`src/design/julia_escape_time_pixel_top_assert.svh`:
```
// Assertion macros for the Julia escape-time pixel block.
// Both macros sample on clk and are disabled while rst_n is low.
`ifndef JULIA_ESCAPE_TIME_PIXEL_TOP_ASSERT_SVH
`define JULIA_ESCAPE_TIME_PIXEL_TOP_ASSERT_SVH

`ifndef ASSERT_OFF

// Same-cycle implication.
`define JETP_ASSERT_IMP(name, pre, post) \
    name: assert property (@(posedge clk) disable iff (!rst_n) (pre) |-> (post)) \
        else $error("jetp assertion failed");

// Next-cycle implication.
`define JETP_ASSERT_NXT(name, pre, post) \
    name: assert property (@(posedge clk) disable iff (!rst_n) (pre) |=> (post)) \
        else $error("jetp assertion failed");

`else

`define JETP_ASSERT_IMP(name, pre, post)
`define JETP_ASSERT_NXT(name, pre, post)

`endif

`endif

```
`src/design/jetp_pkg.sv`:
```
package jetp_pkg;

    localparam int CFG_INDEX_W = 3;
    localparam int CFG_DATA_W  = 32;

    typedef enum logic [CFG_INDEX_W-1:0] {
        CFG_C_REAL       = 3'd0,
        CFG_C_IMAG       = 3'd1,
        CFG_X_ORIGIN     = 3'd2,
        CFG_Y_ORIGIN     = 3'd3,
        CFG_PIXEL_STEP   = 3'd4,
        CFG_ESCAPE_LIMIT = 3'd5,
        CFG_EARLY_ITERS  = 3'd6
    } jetp_cfg_idx_t;

    typedef struct packed {
        logic [11:0] pixel_column;
        logic [11:0] pixel_row;
    } jetp_in_t;

    typedef struct packed {
        logic [7:0] red;
        logic [7:0] green;
        logic [7:0] blue;
        logic [7:0] escape_iteration;
    } jetp_out_t;

    typedef struct packed {
        logic signed [31:0] c_real;
        logic signed [31:0] c_imag;
        logic signed [31:0] x_origin;
        logic signed [31:0] y_origin;
        logic [30:0]        pixel_step;
        logic [30:0]        escape_limit;
        logic [7:0]         early_escape_iters;
    } jetp_cfg_t;

    // controller -> datapath
    typedef struct packed {
        logic load_pixel;
        logic map_mul;
        logic map_add;
        logic square;
        logic update;
        logic load_out;
    } jetp_cmd_t;

    // datapath -> controller
    typedef struct packed {
        logic escaped;
        logic last;
    } jetp_sts_t;

    // Colours
    localparam logic [7:0] RED_ESCAPED  = 8'd200;
    localparam logic [7:0] RED_INSIDE   = 8'd255;
    localparam logic [7:0] GREEN_INSIDE = 8'd100;

    // trunc(sin(k)*8.5), negatives clamped to zero
    localparam logic [7:0] SINE_BLUE [64] = '{
        8'd0, 8'd7, 8'd7, 8'd1, 8'd0, 8'd0, 8'd0, 8'd5,
        8'd8, 8'd3, 8'd0, 8'd0, 8'd0, 8'd3, 8'd8, 8'd5,
        8'd0, 8'd0, 8'd0, 8'd1, 8'd7, 8'd7, 8'd0, 8'd0,
        8'd0, 8'd0, 8'd6, 8'd8, 8'd2, 8'd0, 8'd0, 8'd0,
        8'd4, 8'd8, 8'd4, 8'd0, 8'd0, 8'd0, 8'd2, 8'd8,
        8'd6, 8'd0, 8'd0, 8'd0, 8'd0, 8'd7, 8'd7, 8'd1,
        8'd0, 8'd0, 8'd0, 8'd5, 8'd8, 8'd3, 8'd0, 8'd0,
        8'd0, 8'd3, 8'd8, 8'd5, 8'd0, 8'd0, 8'd0, 8'd1
    };

    function automatic logic signed [31:0] sat32(input logic signed [63:0] v);
        logic signed [31:0] r;
        if (v > 64'sh0000_0000_7FFF_FFFF)
        begin
            r = 32'sh7FFF_FFFF;
        end
        else if (v < -64'sh0000_0000_8000_0000)
        begin
            r = 32'sh8000_0000;
        end
        else
        begin
            r = v[31:0];
        end
        return r;
    endfunction

endpackage

```
`src/design/jetp_cfg_regs.sv`:
```
module jetp_cfg_regs
    import jetp_pkg::*;
(
    input  logic                   clk,
    input  logic                   rst_n,
    input  logic                   cfg_valid,
    output logic                   cfg_ready,
    input  logic [CFG_INDEX_W-1:0] cfg_index,
    input  logic [CFG_DATA_W-1:0]  cfg_data,
    output jetp_cfg_t              cfg
);

    jetp_cfg_t cfg_reg;
    jetp_cfg_t cfg_next;

    assign cfg_ready = 1'b1;
    assign cfg       = cfg_reg;

    always_comb
    begin
        cfg_next = cfg_reg;
        if (cfg_valid)
        begin
            case (cfg_index)
                CFG_C_REAL:       cfg_next.c_real             = cfg_data;
                CFG_C_IMAG:       cfg_next.c_imag             = cfg_data;
                CFG_X_ORIGIN:     cfg_next.x_origin           = cfg_data;
                CFG_Y_ORIGIN:     cfg_next.y_origin           = cfg_data;
                CFG_PIXEL_STEP:   cfg_next.pixel_step         = cfg_data[30:0];
                CFG_ESCAPE_LIMIT: cfg_next.escape_limit       = cfg_data[30:0];
                CFG_EARLY_ITERS:  cfg_next.early_escape_iters = cfg_data[7:0];
                default:          cfg_next = cfg_reg;
            endcase
        end
    end

    always_ff @(posedge clk or negedge rst_n)
    begin
        if (!rst_n)
        begin
            cfg_reg.c_real             <= -32'sd18771692;
            cfg_reg.c_imag             <= -32'sd178611584;
            cfg_reg.x_origin           <= -32'sd348966093;
            cfg_reg.y_origin           <= -32'sd348966093;
            cfg_reg.pixel_step         <= 31'd174483;
            cfg_reg.escape_limit       <= 31'd453655921;
            cfg_reg.early_escape_iters <= 8'd6;
        end
        else
        begin
            cfg_reg <= cfg_next;
        end
    end

endmodule

```
`config.mk`:
```
export PLATFORM = sky130hd
export DESIGN_NAME = jetp_cfg_regs
export DESIGN_NICKNAME = d
export VERILOG_FILES = /design/src/design/julia_escape_time_pixel_top_assert.svh /design/src/design/jetp_pkg.sv /design/src/design/jetp_cfg_regs.sv
export SDC_FILE = /design/constraint.sdc
export NUM_CORES = 1
export LEC_CHECK = 0
export BUFFER_PORTS_ARGS = -buffer_cell sky130_fd_sc_hd__buf_4
export CELL_PAD_IN_SITES_DETAIL_PLACEMENT = 2
export CELL_PAD_IN_SITES_GLOBAL_PLACEMENT = 2
export CORE_ASPECT_RATIO = 2
export CORE_MARGIN = 2
export CORE_UTILIZATION = 35
export CTS_CLUSTER_SIZE = 12
export DETAILED_ROUTE_END_ITERATION = 8
export GPL_TIMING_DRIVEN = 0
export PLACE_DENSITY = 0.79
export SYNTH_ARGS = -nofsm -noshare
export SYNTH_HDL_FRONTEND = slang
export SYNTH_SLANG_ARGS = --single-unit
```
`constraint.sdc`:
```
create_clock -name clk -period 1.1 [get_ports clk]
set_clock_uncertainty 0.1 [all_clocks]
set_input_delay 0.11 -clock clk [delete_from_list [all_inputs] [get_ports clk]]
set_output_delay 0.11 -clock clk [all_outputs]
set_load 0.01 [all_outputs]
```
== Word level (Yosys, flattened, before mapping) ==
Cells that the tools add are included.
Storage, ports and cells
  word-level logic and storage cells: 21
  input bits: 38
  register bits: 198
  output and inout bits: 199
Cells by class
  reduce and logical (&&, ||, !) cells: 8
  eq/ne operators: 6
Operators with widths (number)
  AND reduction 2 bit: 7
  == test 3 bit, second input constant: 3
  == test 3 x 2 -> 1 bit, second input constant: 2
  == test 3 x 1 -> 1 bit, second input constant: 1
  zero test 3 bit: 1

== Logic depth before layout (Yosys ltp) ==
  depth in word-level cells: 2
  gate-level depth with buffers: 5
  gate-level depth less buffers: 2

== Worst setup path before layout ==
Ideal clock, no wire load.
  kind: input to register
  start point: input port cfg_index[1]
  end point: register cfg_reg, in the netlist cfg[173]
  arrival: 1169 ps
  path buffers: 2
  required time: 875 ps
  library setup time: 125 ps
  cell stages on the path: 4
  setup slack: -294 ps
  cell sequence: buf_2 -> nor4b_4 -> buf_6 -> mux2_2
On the way
  longest elaborated chain between the ends: 2
Ends and longest elaborated chain
  start: declaration: line jetp_cfg_regs.sv:8  | input logic [CFG_INDEX_W-1:0] cfg_index,
  zero test 3 bit: line jetp_cfg_regs.sv:24  | case (cfg_index)
  AND reduction 2 bit (no source line)
  end signal: assignment: line jetp_cfg_regs.sv:51  | cfg_reg <= cfg_next;
  end: declaration: line jetp_cfg_regs.sv:13  | jetp_cfg_t cfg_reg;
No other way between the ends.
A chain may end at the register's enable or synchronous reset.

== Worst setup path in the final report ==
  start point: register cfg_reg, in the netlist cfg[46]
  end point: output port cfg[46] (netlist bit)
RTL lines
  end: declaration: line jetp_cfg_regs.sv:10  | output jetp_cfg_t cfg
No word-level cell between the ends.

==> summary.txt <==
Run status
  – Status: complete, but fails checks
  – Failing checks: hold timing, setup timing

Synth
  – Mapped Area: 7570 um2
  – Post-synthesis sequential area ratio: 66.9%
  – Syn Nets: 465
  – Post-synthesis cell type count: 12
  – Simple-Gate Fraction of Synth Area: 1.09%
  – Synth Register Bits: 198
  – Area share of the largest cell type after synthesis: 34.7%
  – Main combinational cell family by area after synthesis: multiplexers
  – Warnings from Yosys: 0
  – Syn_area_per_cell: 17.7 um2
  – XOR/XNOR Fraction of Synth Area: 0%
  – Largest cells by area after synthesis: dfrtp_1, dfstp_2, mux2_2
  – Synth Instances: 427
  – Mux share of post-synthesis cell area: 29.4%
  – Area leader, netlist: dfrtp_1
  – Synth Area in Compound Gates: 0%
  – Adder-cell share of the synthesized area: 0%

Floorplanning
  – Die area: 22900 um2
  – Core area: 21400 um2
  – Die Y: 212 um
  – Top-Level Pins: 237
  – Site Rows: 76
  – Initial Util: 35.4%
  – Die width: 108 um

Setup path
  – Worst r2r src: cfg[173]
  – First element of the critical path: cfg[46]
  – CP arrival: 1.17 ns
  – Levels on crit path: 1
  – CP peak stage delay: 0.57 ns
  – Cells on worst reg2reg path: 3
  – R2R setup slack: -0.07 ns
  – Slowest cell on crit path: dfstp_2
  – Critical path startpoint category: register
  – Kind of critical path: register to primary output
  – Setup crit end kind: primary output
  – WP buf/inv: 1
  – Crit path max-delay family: flip-flops
  – Cell breakdown of the critical path: buf_6
  – Crit Path Max Fanout: 2
  – Critical Path Sink: cfg[46]
  – Worst R2R End: cfg[173]
  – WP data required: 0.89 ns

CTS
  – TritonCTS clock tree: built
  – CTS max path bufs: 2
  – Num CTS Buffers: 17
  – CTS sink cnt: 198
  – Clk pin slew, worst setup/hold paths: 0.08 ns
  – Root buffer cell: clkbuf_16
  – H-tree depth: 4
  – Cts hold-fix bufs: 32
  – Clock network latency to the later pin of the worst-skew pair: 0.45 ns

GRT
  – Largest net degree at the start of global routing: 104
  – Grt met2 use: 54.0%
  – Initial antenna violation count: 0
  – Grt met3 use: 5.55%
  – Tot GR Track Use: 28.5%
  – GRT overflow: 0
  – Number of global-route vias before repair: 6451
  – Met1 usage: 28.2%
  – Most crowded layer after global routing: met2
  – First-pass GRT wire length: 45800 um

Pwr
  – Net Switching: 8350 uW
  – Flop pwr share: 40.3%
  – Maximum VDD drop: 1.95 mV
  – Clk pwr share: 23.8%
  – Static leakage: 0.00610 uW
  – Switching share of total power: 30.4%
  – Combinational Power Share: 36.0%
  – Pint: 19100 uW
  – PwrDens: 2110 nW/um2

Min path
  – Worst Hold Class: input pin to async pin

STA
  – Setup TNS: -32.28 ns
  – Peak Freq: 726 MHz
  – Final Hold Viols: 57
  – Post-route setup slack: -0.277 ns
  – Final period utilization: 125%
  – Max Transition Viols Final: 0
  – Max transition margin: 49.5%
  – Final hold slack: -0.428 ns
  – Clock period minus worst slack: 1.38 ns
  – Slew @ Worst Pin: 0.758 ns
  – Final Setup Violations: 217
  – RSZ-0062 raised after global routing: true

Placement
  – Final GP Congestion: 0.766
  – Number of I/O port buffers: 233
  – Pre-CTS WS: -0.531 ns
  – HPWL after detailed placement: 17100 um
  – Post-Place Cell Area: 10200 um2
  – Placed Cells incl. Taps: 934

Route
  – WL final: 35100 um
  – First DRT Iteration DRCs: 128
  – First-pass iteration count of the detailed router: 4
  – Drt drc: 0
  – Routed Antenna Nets: 0
  – Routed via count: 5598
  – Vias per cell: 4.91
  – Mean routed wirelength per cell: 30.8 um

Layout
  – Commonest non-fill, non-tap cells in the layout: buf_6, buf_4, mux2_4
  – Most common cell after layout, fill and taps aside: buf_6
  – Fin area: 13000 um2
  – Max reg flops: 198
  – Share of layout cells above drive strength 1: 82.9%
  – Layout area overhead: 72.1%
  – ANT cells: 0
  – Layout Cells excl Fill: 1141
  – Final layout net count: 893

Flow run
  – Maxcap violations: 0
[power groups by stage]
stage | clock [uW] | combinational, uW | sequential, uW
floorplan | 0 | 2090 | 11100
global placement | 0 | 6250 | 10400
detailed placement | 0 | 6510 | 10600
CTS | 6400 | 8650 | 10700
global route | 6880 | 10300 | 11200
finish | 6530 | 9870 | 11000
[cell families after synthesis]
kind of cell	after synthesis
buffers and inverters	23
muxes	198
other	1
DFF	198
and+or+nand+nor	7
[synth_stat cells]
master	count
mux2_1	70
dfrtp_1	105
mux2_2	128
nor4b_4	1
and4bb_2	1
nand4b_1	3
buf_4	4
nor4bb_1	2
buf_2	9
conb_1	1
dfstp_2	93
buf_6	10
[layout make-up]
class | instances | area [um2]
Clock buffer | 20 | 447
Clock inverter | 12 | 129
Sequential cell | 198 | 5070
Multi-Input combinational cell | 206 | 2760
Fill cell | 1757 | 8360
Tap cell | 273 | 342
Timing Repair Buffer | 409 | 3980
Buffer | 23 | 304
[how the worst min path moves through the flow]
| stage | start | end | slack (ns) |
|---|---|---|---|
| 2_1_floorplan | rst_n | cfg[0] | -0.29 |
| 3_3_place_gp | cfg_data[4] | cfg[43] | 0.28 |
| 3_5_place_dp | rst_n | cfg[172] | 0.09 |
| 4_1_cts | rst_n | cfg[172] | -0.41 |
| 5_1_grt | rst_n | cfg[172] | -0.39 |
| 6_report | rst_n | cfg[37] | -0.43 |
[per-stage QoR]
step | utilization (%) | total power (uW)
6_report | 60.9 | 27400
5_1_grt | 60.9 | 28400
4_1_cts | 58.4 | 25800
3_5_place_dp | 47.7 | 17100
3_3_place_gp | 47.6 | 16700
2_1_floorplan | - | 13200
[layer usage]
layer / wire [um] / vias to the layer above
met4: 2240 / 0
li1: - / 2358
met2: 20200 / 207
met5: 0 / -
met1: 11500 / 2943
met3: 1180 / 90
[what timing repair did]
item / CTS / global route
setup endpoints to repair: 224 / 263
gates resized for setup: 198 / 26
buffers inserted: 86 / 65
pin swaps: 1 / 0
hold endpoints to repair: 261 / 46
(Power assumes the default switching activity.)
