`config.mk`:
```
export PLATFORM = sky130hd
export DESIGN_NAME = jetp_ctrl
export DESIGN_NICKNAME = d
export VERILOG_FILES = /design/src/design/jetp_pkg.sv /design/src/design/jetp_ctrl.sv
export VERILOG_INCLUDE_DIRS = /design/src /design/src/design
export SDC_FILE = /design/constraint.sdc
export NUM_CORES = 1
export LEC_CHECK = 0
export ABC_AREA = 0
export BUFFER_PORTS_ARGS = -buffer_cell sky130_fd_sc_hd__buf_2
export CORE_AREA = 2 2 39 41
export DETAILED_ROUTE_END_ITERATION = 12
export DIE_AREA = 0 0 41 43
export SYNTH_ARGS = -nofsm -noshare
export SYNTH_HDL_FRONTEND = slang
export SYNTH_SLANG_ARGS = --single-unit
```
`constraint.sdc`:
```
create_clock -name clk -period 1.3 [get_ports clk]
set_clock_uncertainty 0.15 [all_clocks]
set_input_delay 0.26 -clock clk [delete_from_list [all_inputs] [get_ports clk]]
set_output_delay 0.26 -clock clk [all_outputs]
set_load 0.01 [all_outputs]
```
`src/design/julia_escape_time_pixel_top_assert.svh`:
```
// Assertion macros for the Julia escape-time pixel block.
// Both macros sample on clk and are disabled while rst_n is low.
`ifndef JULIA_ESCAPE_TIME_PIXEL_TOP_ASSERT_SVH
`define JULIA_ESCAPE_TIME_PIXEL_TOP_ASSERT_SVH

`ifndef ASSERT_OFF

// Same-cycle implication.
`define JETP_ASSERT_IMP(name, pre, post) \
    name: assert property (@(posedge clk) disable iff (!rst_n) (pre) |-> (post)) \
        else $error("jetp assertion failed");

// Next-cycle implication.
`define JETP_ASSERT_NXT(name, pre, post) \
    name: assert property (@(posedge clk) disable iff (!rst_n) (pre) |=> (post)) \
        else $error("jetp assertion failed");

`else

`define JETP_ASSERT_IMP(name, pre, post)
`define JETP_ASSERT_NXT(name, pre, post)

`endif

`endif

```
`src/design/jetp_pkg.sv`:
```
package jetp_pkg;

    localparam int CFG_INDEX_W = 3;
    localparam int CFG_DATA_W  = 32;

    typedef enum logic [CFG_INDEX_W-1:0] {
        CFG_C_REAL       = 3'd0,
        CFG_C_IMAG       = 3'd1,
        CFG_X_ORIGIN     = 3'd2,
        CFG_Y_ORIGIN     = 3'd3,
        CFG_PIXEL_STEP   = 3'd4,
        CFG_ESCAPE_LIMIT = 3'd5,
        CFG_EARLY_ITERS  = 3'd6
    } jetp_cfg_idx_t;

    typedef struct packed {
        logic [11:0] pixel_column;
        logic [11:0] pixel_row;
    } jetp_in_t;

    typedef struct packed {
        logic [7:0] red;
        logic [7:0] green;
        logic [7:0] blue;
        logic [7:0] escape_iteration;
    } jetp_out_t;

    typedef struct packed {
        logic signed [31:0] c_real;
        logic signed [31:0] c_imag;
        logic signed [31:0] x_origin;
        logic signed [31:0] y_origin;
        logic [30:0]        pixel_step;
        logic [30:0]        escape_limit;
        logic [7:0]         early_escape_iters;
    } jetp_cfg_t;

    // controller -> datapath
    typedef struct packed {
        logic load_pixel;
        logic map_mul;
        logic map_add;
        logic square;
        logic update;
        logic load_out;
    } jetp_cmd_t;

    // datapath -> controller
    typedef struct packed {
        logic escaped;
        logic last;
    } jetp_sts_t;

    // Colours
    localparam logic [7:0] RED_ESCAPED  = 8'd200;
    localparam logic [7:0] RED_INSIDE   = 8'd255;
    localparam logic [7:0] GREEN_INSIDE = 8'd100;

    // trunc(sin(k)*8.5), negatives clamped to zero
    localparam logic [7:0] SINE_BLUE [64] = '{
        8'd0, 8'd7, 8'd7, 8'd1, 8'd0, 8'd0, 8'd0, 8'd5,
        8'd8, 8'd3, 8'd0, 8'd0, 8'd0, 8'd3, 8'd8, 8'd5,
        8'd0, 8'd0, 8'd0, 8'd1, 8'd7, 8'd7, 8'd0, 8'd0,
        8'd0, 8'd0, 8'd6, 8'd8, 8'd2, 8'd0, 8'd0, 8'd0,
        8'd4, 8'd8, 8'd4, 8'd0, 8'd0, 8'd0, 8'd2, 8'd8,
        8'd6, 8'd0, 8'd0, 8'd0, 8'd0, 8'd7, 8'd7, 8'd1,
        8'd0, 8'd0, 8'd0, 8'd5, 8'd8, 8'd3, 8'd0, 8'd0,
        8'd0, 8'd3, 8'd8, 8'd5, 8'd0, 8'd0, 8'd0, 8'd1
    };

    function automatic logic signed [31:0] sat32(input logic signed [63:0] v);
        logic signed [31:0] r;
        if (v > 64'sh0000_0000_7FFF_FFFF)
        begin
            r = 32'sh7FFF_FFFF;
        end
        else if (v < -64'sh0000_0000_8000_0000)
        begin
            r = 32'sh8000_0000;
        end
        else
        begin
            r = v[31:0];
        end
        return r;
    endfunction

endpackage

```
`src/design/jetp_ctrl.sv`:
```
`include "julia_escape_time_pixel_top_assert.svh"

module jetp_ctrl
    import jetp_pkg::*;
(
    input  logic      clk,
    input  logic      rst_n,
    input  logic      in_valid,
    output logic      in_ready,
    output logic      out_valid,
    input  logic      out_ready,
    input  jetp_sts_t sts,
    output jetp_cmd_t cmd
);

    typedef enum logic [2:0] {
        ST_IDLE,
        ST_MAP_MUL,
        ST_MAP_ADD,
        ST_SQUARE,
        ST_UPDATE,
        ST_FINISH
    } state_t;

    state_t state_reg, state_next;
    logic   out_valid_reg, out_valid_next;

    assign in_ready  = (state_reg == ST_IDLE);
    assign out_valid = out_valid_reg;

    assign cmd.load_pixel = in_valid && in_ready;
    assign cmd.map_mul    = (state_reg == ST_MAP_MUL);
    assign cmd.map_add    = (state_reg == ST_MAP_ADD);
    assign cmd.square     = (state_reg == ST_SQUARE);
    assign cmd.update     = (state_reg == ST_UPDATE);
    assign cmd.load_out   = (state_reg == ST_FINISH) && (!out_valid_reg || out_ready);

    always_comb
    begin
        state_next = state_reg;
        case (state_reg)
            ST_IDLE:    if (in_valid) state_next = ST_MAP_MUL;
            ST_MAP_MUL: state_next = ST_MAP_ADD;
            ST_MAP_ADD: state_next = ST_SQUARE;
            ST_SQUARE:  state_next = ST_UPDATE;
            ST_UPDATE:  state_next = (sts.escaped || sts.last) ? ST_FINISH : ST_SQUARE;
            ST_FINISH:  if (cmd.load_out) state_next = ST_IDLE;
            default:    state_next = ST_IDLE;
        endcase

        if (cmd.load_out)
        begin
            out_valid_next = 1'b1;
        end
        else if (out_ready)
        begin
            out_valid_next = 1'b0;
        end
        else
        begin
            out_valid_next = out_valid_reg;
        end
    end

    always_ff @(posedge clk or negedge rst_n)
    begin
        if (!rst_n)
        begin
            state_reg     <= ST_IDLE;
            out_valid_reg <= 1'b0;
        end
        else
        begin
            state_reg     <= state_next;
            out_valid_reg <= out_valid_next;
        end
    end

    // one pixel in flight
    `JETP_ASSERT_NXT(a_one_in_flight, in_valid && in_ready, !in_ready)
    // a finished pixel always reaches the result register
    `JETP_ASSERT_NXT(a_load_sets_valid, cmd.load_out, out_valid)
    // end of iteration always leads to the finish step
    `JETP_ASSERT_NXT(a_update_ends, (state_reg == ST_UPDATE) && (sts.escaped || sts.last),
                     (state_reg == ST_FINISH))
    // a waiting result is never overwritten
    `JETP_ASSERT_IMP(a_no_overwrite, cmd.load_out && out_valid, out_ready)

endmodule
```
Word-level counts from Yosys, hierarchy flattened
Index checks and enable logic that the tools add are counted.
Operators by class
  equality and inequality tests: 7
  multiplexer cells: 6
  div/mod/pow operators: 0
  multipliers: 0
  shift-type cells: 0
  reduce and logical (&&, ||, !) cells: 8
  add/subtract/negate cells: 0
  bitwise gates (word level): 0
  magnitude comparators: 0
Operator list (count)
  3-bit one-hot mux with 6 select lines: 1
  3-bit two-way mux: 3
  3-bit by 2-bit equality test with 1-bit output, second input constant: 2
  3-bit equality test, second input constant: 2
  2-bit inequality test, second input constant: 2
  3-bit by 1-bit equality test with 1-bit output, second input constant: 1
  3-bit logical NOT: 1
  1-bit logical AND: 2
  1-bit logical OR: 2
  1-bit two-way mux: 2
  2-bit AND reduction: 1
  2-bit nonzero test: 1
  1-bit logical NOT: 1
Word-level totals
  bits in registers: 4
  memories: 0
  output and inout bits: 8
  bits in latches: 0
  input bits: 6
  bits in writable memories: 0
  bits in read-only memories: 0

Logic depth before layout (Yosys ltp)
  depth after elaboration: 5
  gate-level depth with buffers: 4
  mapped depth without buffers: 3

Least setup slack after synthesis
Ideal clock, no wire load.
  path kind: flip-flop to output port
  start point: reg state_reg[2]
  end point: out cmd[5] (netlist bit)
  required time: 0.890 ns
  path slack: -0.174 ns
  buffers on the path: 1
  stages on the path, launching flop included: 4
  data arrival time: 1.064 ns
  cells stage by stage: dfrtp_1 -> buf_6 -> nor3_1 -> and2_1
RTL lines
  start, declared: line jetp_ctrl.sv:25  | state_t state_reg, state_next;
  start signal, assigned: line jetp_ctrl.sv:74  | state_reg <= state_next;
  end, declared: line jetp_ctrl.sv:13  | output jetp_cmd_t cmd

==> metrics list <==
* Outcome: complete, but fails checks
- Violated checks: setup timing
- From synthesis to final layout, the design area changed by 81.7%.
* Crit path kind: register to output pin
- Total area of multi-input combinational cells: 188 µm²
* Site Rows: 14
- The slowest stage of the critical path belongs to the cell sky130_fd_sc_hd__dfrtp_2.
- In this run the number of H-tree levels came out at 1.
* Number of flip-flops and latches in the synthesized netlist: 4
- Summing over every cut layer, the via total after detailed routing is 292.
- The via count of the first global-routing pass came to 265.
* Worst EP required: 0.89 ns
- Counting I/O delays and the setup requirement, the final critical path takes 1.56 ns.
- Yosys printed 0 warnings.
- The first routing iteration left 7 violations.
- Max transition margin: 83.5%
- Top Ports: 14
* Final Worst Setup Slack: -0.264 ns
- Via density: 4.23
* Placed Area: 384 µm²
- Port buffering added 13 buffers.
- In the final timing run, aggregate negative setup slack is -1.74 ns.
- Setup repair after global routing could not meet its margin everywhere.
* Share of layout cells above drive strength 1: ~70%
- The detail route stage leaves a number of antenna-violating nets equal to 0.
* Measured slew at the worst slew-check pin: 0.247 ns
* Final Util: 36.8%
* Part of the Yosys area used for sequential elements: between 30 and 40%
* Pre-CTS worst setup slack: -0.0745 ns
- The sequential cells in the finished layout cover a total of a little over 100 µm².
- Peak supply drop: 1.15 mV
- Measured in cells, the most critical reg-to-reg path has a length of 6.
- Width of the die: 41 µm
- For the worst setup path, the data arrival time is 1.15 ns.
- The layout has 142 filler cells.
* Hold Vio Cnt, Final: 0
* Max-slew violation total from the final report: 0
- Pin count of the biggest net entering global routing: 10
- Final non-filler cell total: 69
- Maximum frequency from static timing analysis: 0.640 GHz
- After detailed routing, the average wire length per cell comes to 11.6 µm.
- Count of buffer and inverter cells on the critical path: 2
- Core area: about 1400 µm²
- The number of antenna violations at the first check in global routing came to 0.
- Detailed-route DRC error count: 0
* Final cell area excluding filler cells: 509 µm²
- The largest single stage delay on the critical path is 0.44 ns.
- The largest total area in the synthesized netlist belongs to sky130_fd_sc_hd__dfrtp_1.
* Yosys cell types: 20
- Total grt overflow: 0
- Critical path cell sequence: buf_4, nor3_4, buf_2
- Routability-driven placement finished with a final weighted congestion of 0.725.
- The share of synthesized area in the top cell type comes to 35.7%.
- In this run the deepest clock path goes through 2 buffers.
- Kind of end point of the critical path: output pin
- Final setup fails: 9
- Max-cap violations in this run came to 0.
* Initial standard-cell utilization of the core: 20.3%
- Synthesis handed over a netlist of 29 instances.
- Flip-flop count of the largest register after layout: 3
- Kind of cell adding the most delay to the critical path: flip-flops
* Synthesized area per cell: 9.66 µm²
- Counting instances, the worst hold path has a depth of 4.
- The final layout contains routed wiring with a total length of 799 µm.
- Clock-pin slew was measured on the worst setup and hold paths at 0.04 ns.
- For this run, the total global-route usage over all layers was measured as 10.6%.
* TritonCTS buffer count: 3
- Wire length of the first global-routing pass: 1160 µm
- CTS placed an instance of sky130_fd_sc_hd__clkbuf_4 at the clock tree root.
- Counting every net in the synthesized netlist gives 35.
* Number of cells on the critical path: 3
- The later pin in the worst-skew pair is clocked with a latency of 0.23 ns.
- The floorplan step defined a die boundary enclosing 1760 µm².
- The net count of the finished layout is just over 60.
- Synth area leaders: sky130_fd_sc_hd__dfrtp_1, sky130_fd_sc_hd__buf_6, sky130_fd_sc_hd__nor3_1
- ANT cells: 0
- Of all nets on the critical path, the largest fanout is 6.
* Areal power density over the cells: 2300 nW/µm²
- The final critical path takes up 120% of the cycle.
- Vert. Die Dim: approximately 43 µm
- CTS tree: done
- Total placed cells including tap cells: 60
- Post-synthesis instance area: 280 µm²
- The first detailed-routing pass took 3 iterations.
* Detail Placement HPWL: 498 µm
- The path class of the tightest hold or removal check is input pin to register.
- Critical Path Start Type: register
- LEAKAGE: about 0.25 nW
- Counting every sink on the clock net gives 4.
## kinds of logic (layout without fill, tap and decap cells)
| group | after synthesis | count (layout) | share of synthesized area [%] |
|---|---|---|---|
| DFF | 4 | 4 | 35.7 |
| and+or+nand+nor | 17 | 17 | 42.4 |
| AOI/OAI and AO/OA | 4 | 4 | 9.82 |
| buffers and inverters | 4 | 28 | 12.1 |
## synthesized netlist by cell type, drive strengths merged
master  number
dfrtp        4
nor3         4
buf          3
and2         2
nand2        2
nand2b       2
nor2b        2
nor3b        2
a21oi        1
a221oi       1
a31o         1
inv          1
nand3        1
nor2         1
nor4b        1
o21ai        1
## layout make-up
cell class	instances	area share (%)
inverter	1	0.737
multi-input combinational	21	36.9
clock buffer	3	4.42
timing repair buffer	24	33.7
tap	16	3.93
sequential	4	20.4
## per-layer routing
metal	GRT usage (%)	share of wire [%]
met5	0	0
met4	10.0	0
met3	3.14	5.5
met2	15.0	56
met1	11.8	38
## repair_timing
action / CTS / global route
setup buffers: 2 / 3
gates resized for setup: 9 / 6
endpoints found under the setup margin: 9 / 9
pin swaps: 2 / 2
hold endpoints to repair: 4 / 0
hold buffers: 1 / 0
## worst min-delay path, delay by kind of cell
| kind | cells | cell delay [ns] |
|---|---|---|
| AOI/OAI and AO/OA | 1 | 0.07 |
| and+or+nand+nor | 2 | 0.11 |
| buffers and inverters | 1 | 0.08 |
## per-stage QoR
step / power (mW) / hold WS (ns)
final: 1.17 / 0.192
after floorplan: 0.625 / -0.186
after global placement: 0.791 / -0.0811
after global routing: 1.26 / 0.205
after detailed placement: 0.799 / -0.0798
after CTS: 1.09 / 0.167
## cells in the final DEF, fill, tap and decap left out, types with 2 or more instances in the layout
master / netlist / final
sky130_fd_sc_hd__buf_2: 0 / 12
sky130_fd_sc_hd__buf_4: 1 / 6
sky130_fd_sc_hd__buf_6: 2 / 5
sky130_fd_sc_hd__nor3_4: 0 / 3
sky130_fd_sc_hd__clkbuf_4: 0 / 3
sky130_fd_sc_hd__dfrtp_2: 0 / 3
sky130_fd_sc_hd__nor3b_1: 2 / 2
sky130_fd_sc_hd__nand2b_1: 2 / 2
sky130_fd_sc_hd__nand2_1: 2 / 2
## report_power, final
group / total [mW] / switching [mW] / internal [mW]
logic: 0.727 / 0.300 / 0.427
clock network: 0.152 / 0.0492 / 0.103
registers: 0.291 / 0.105 / 0.187
total: 1.17 / 0.454 / 0.717
## path summary, 6_finish.rpt
| check | start | to | slack [ns] |
|---|---|---|---|
| setup / recovery | state_reg[2] | cmd[3] | -0.26 |
| hold / removal | out_ready | state_reg[0] | 0.19 |
| setup reg to reg | state_reg[0] | state_reg[2] | -0.13 |
| hold reg to reg | out_valid | out_valid | 0.41 |
| max in group asynchronous | rst_n | state_reg[2] | 0.66 |
| min in group asynchronous | rst_n | out_valid | 0.21 |
No activity file was read; power rests on OpenSTA's default activity.
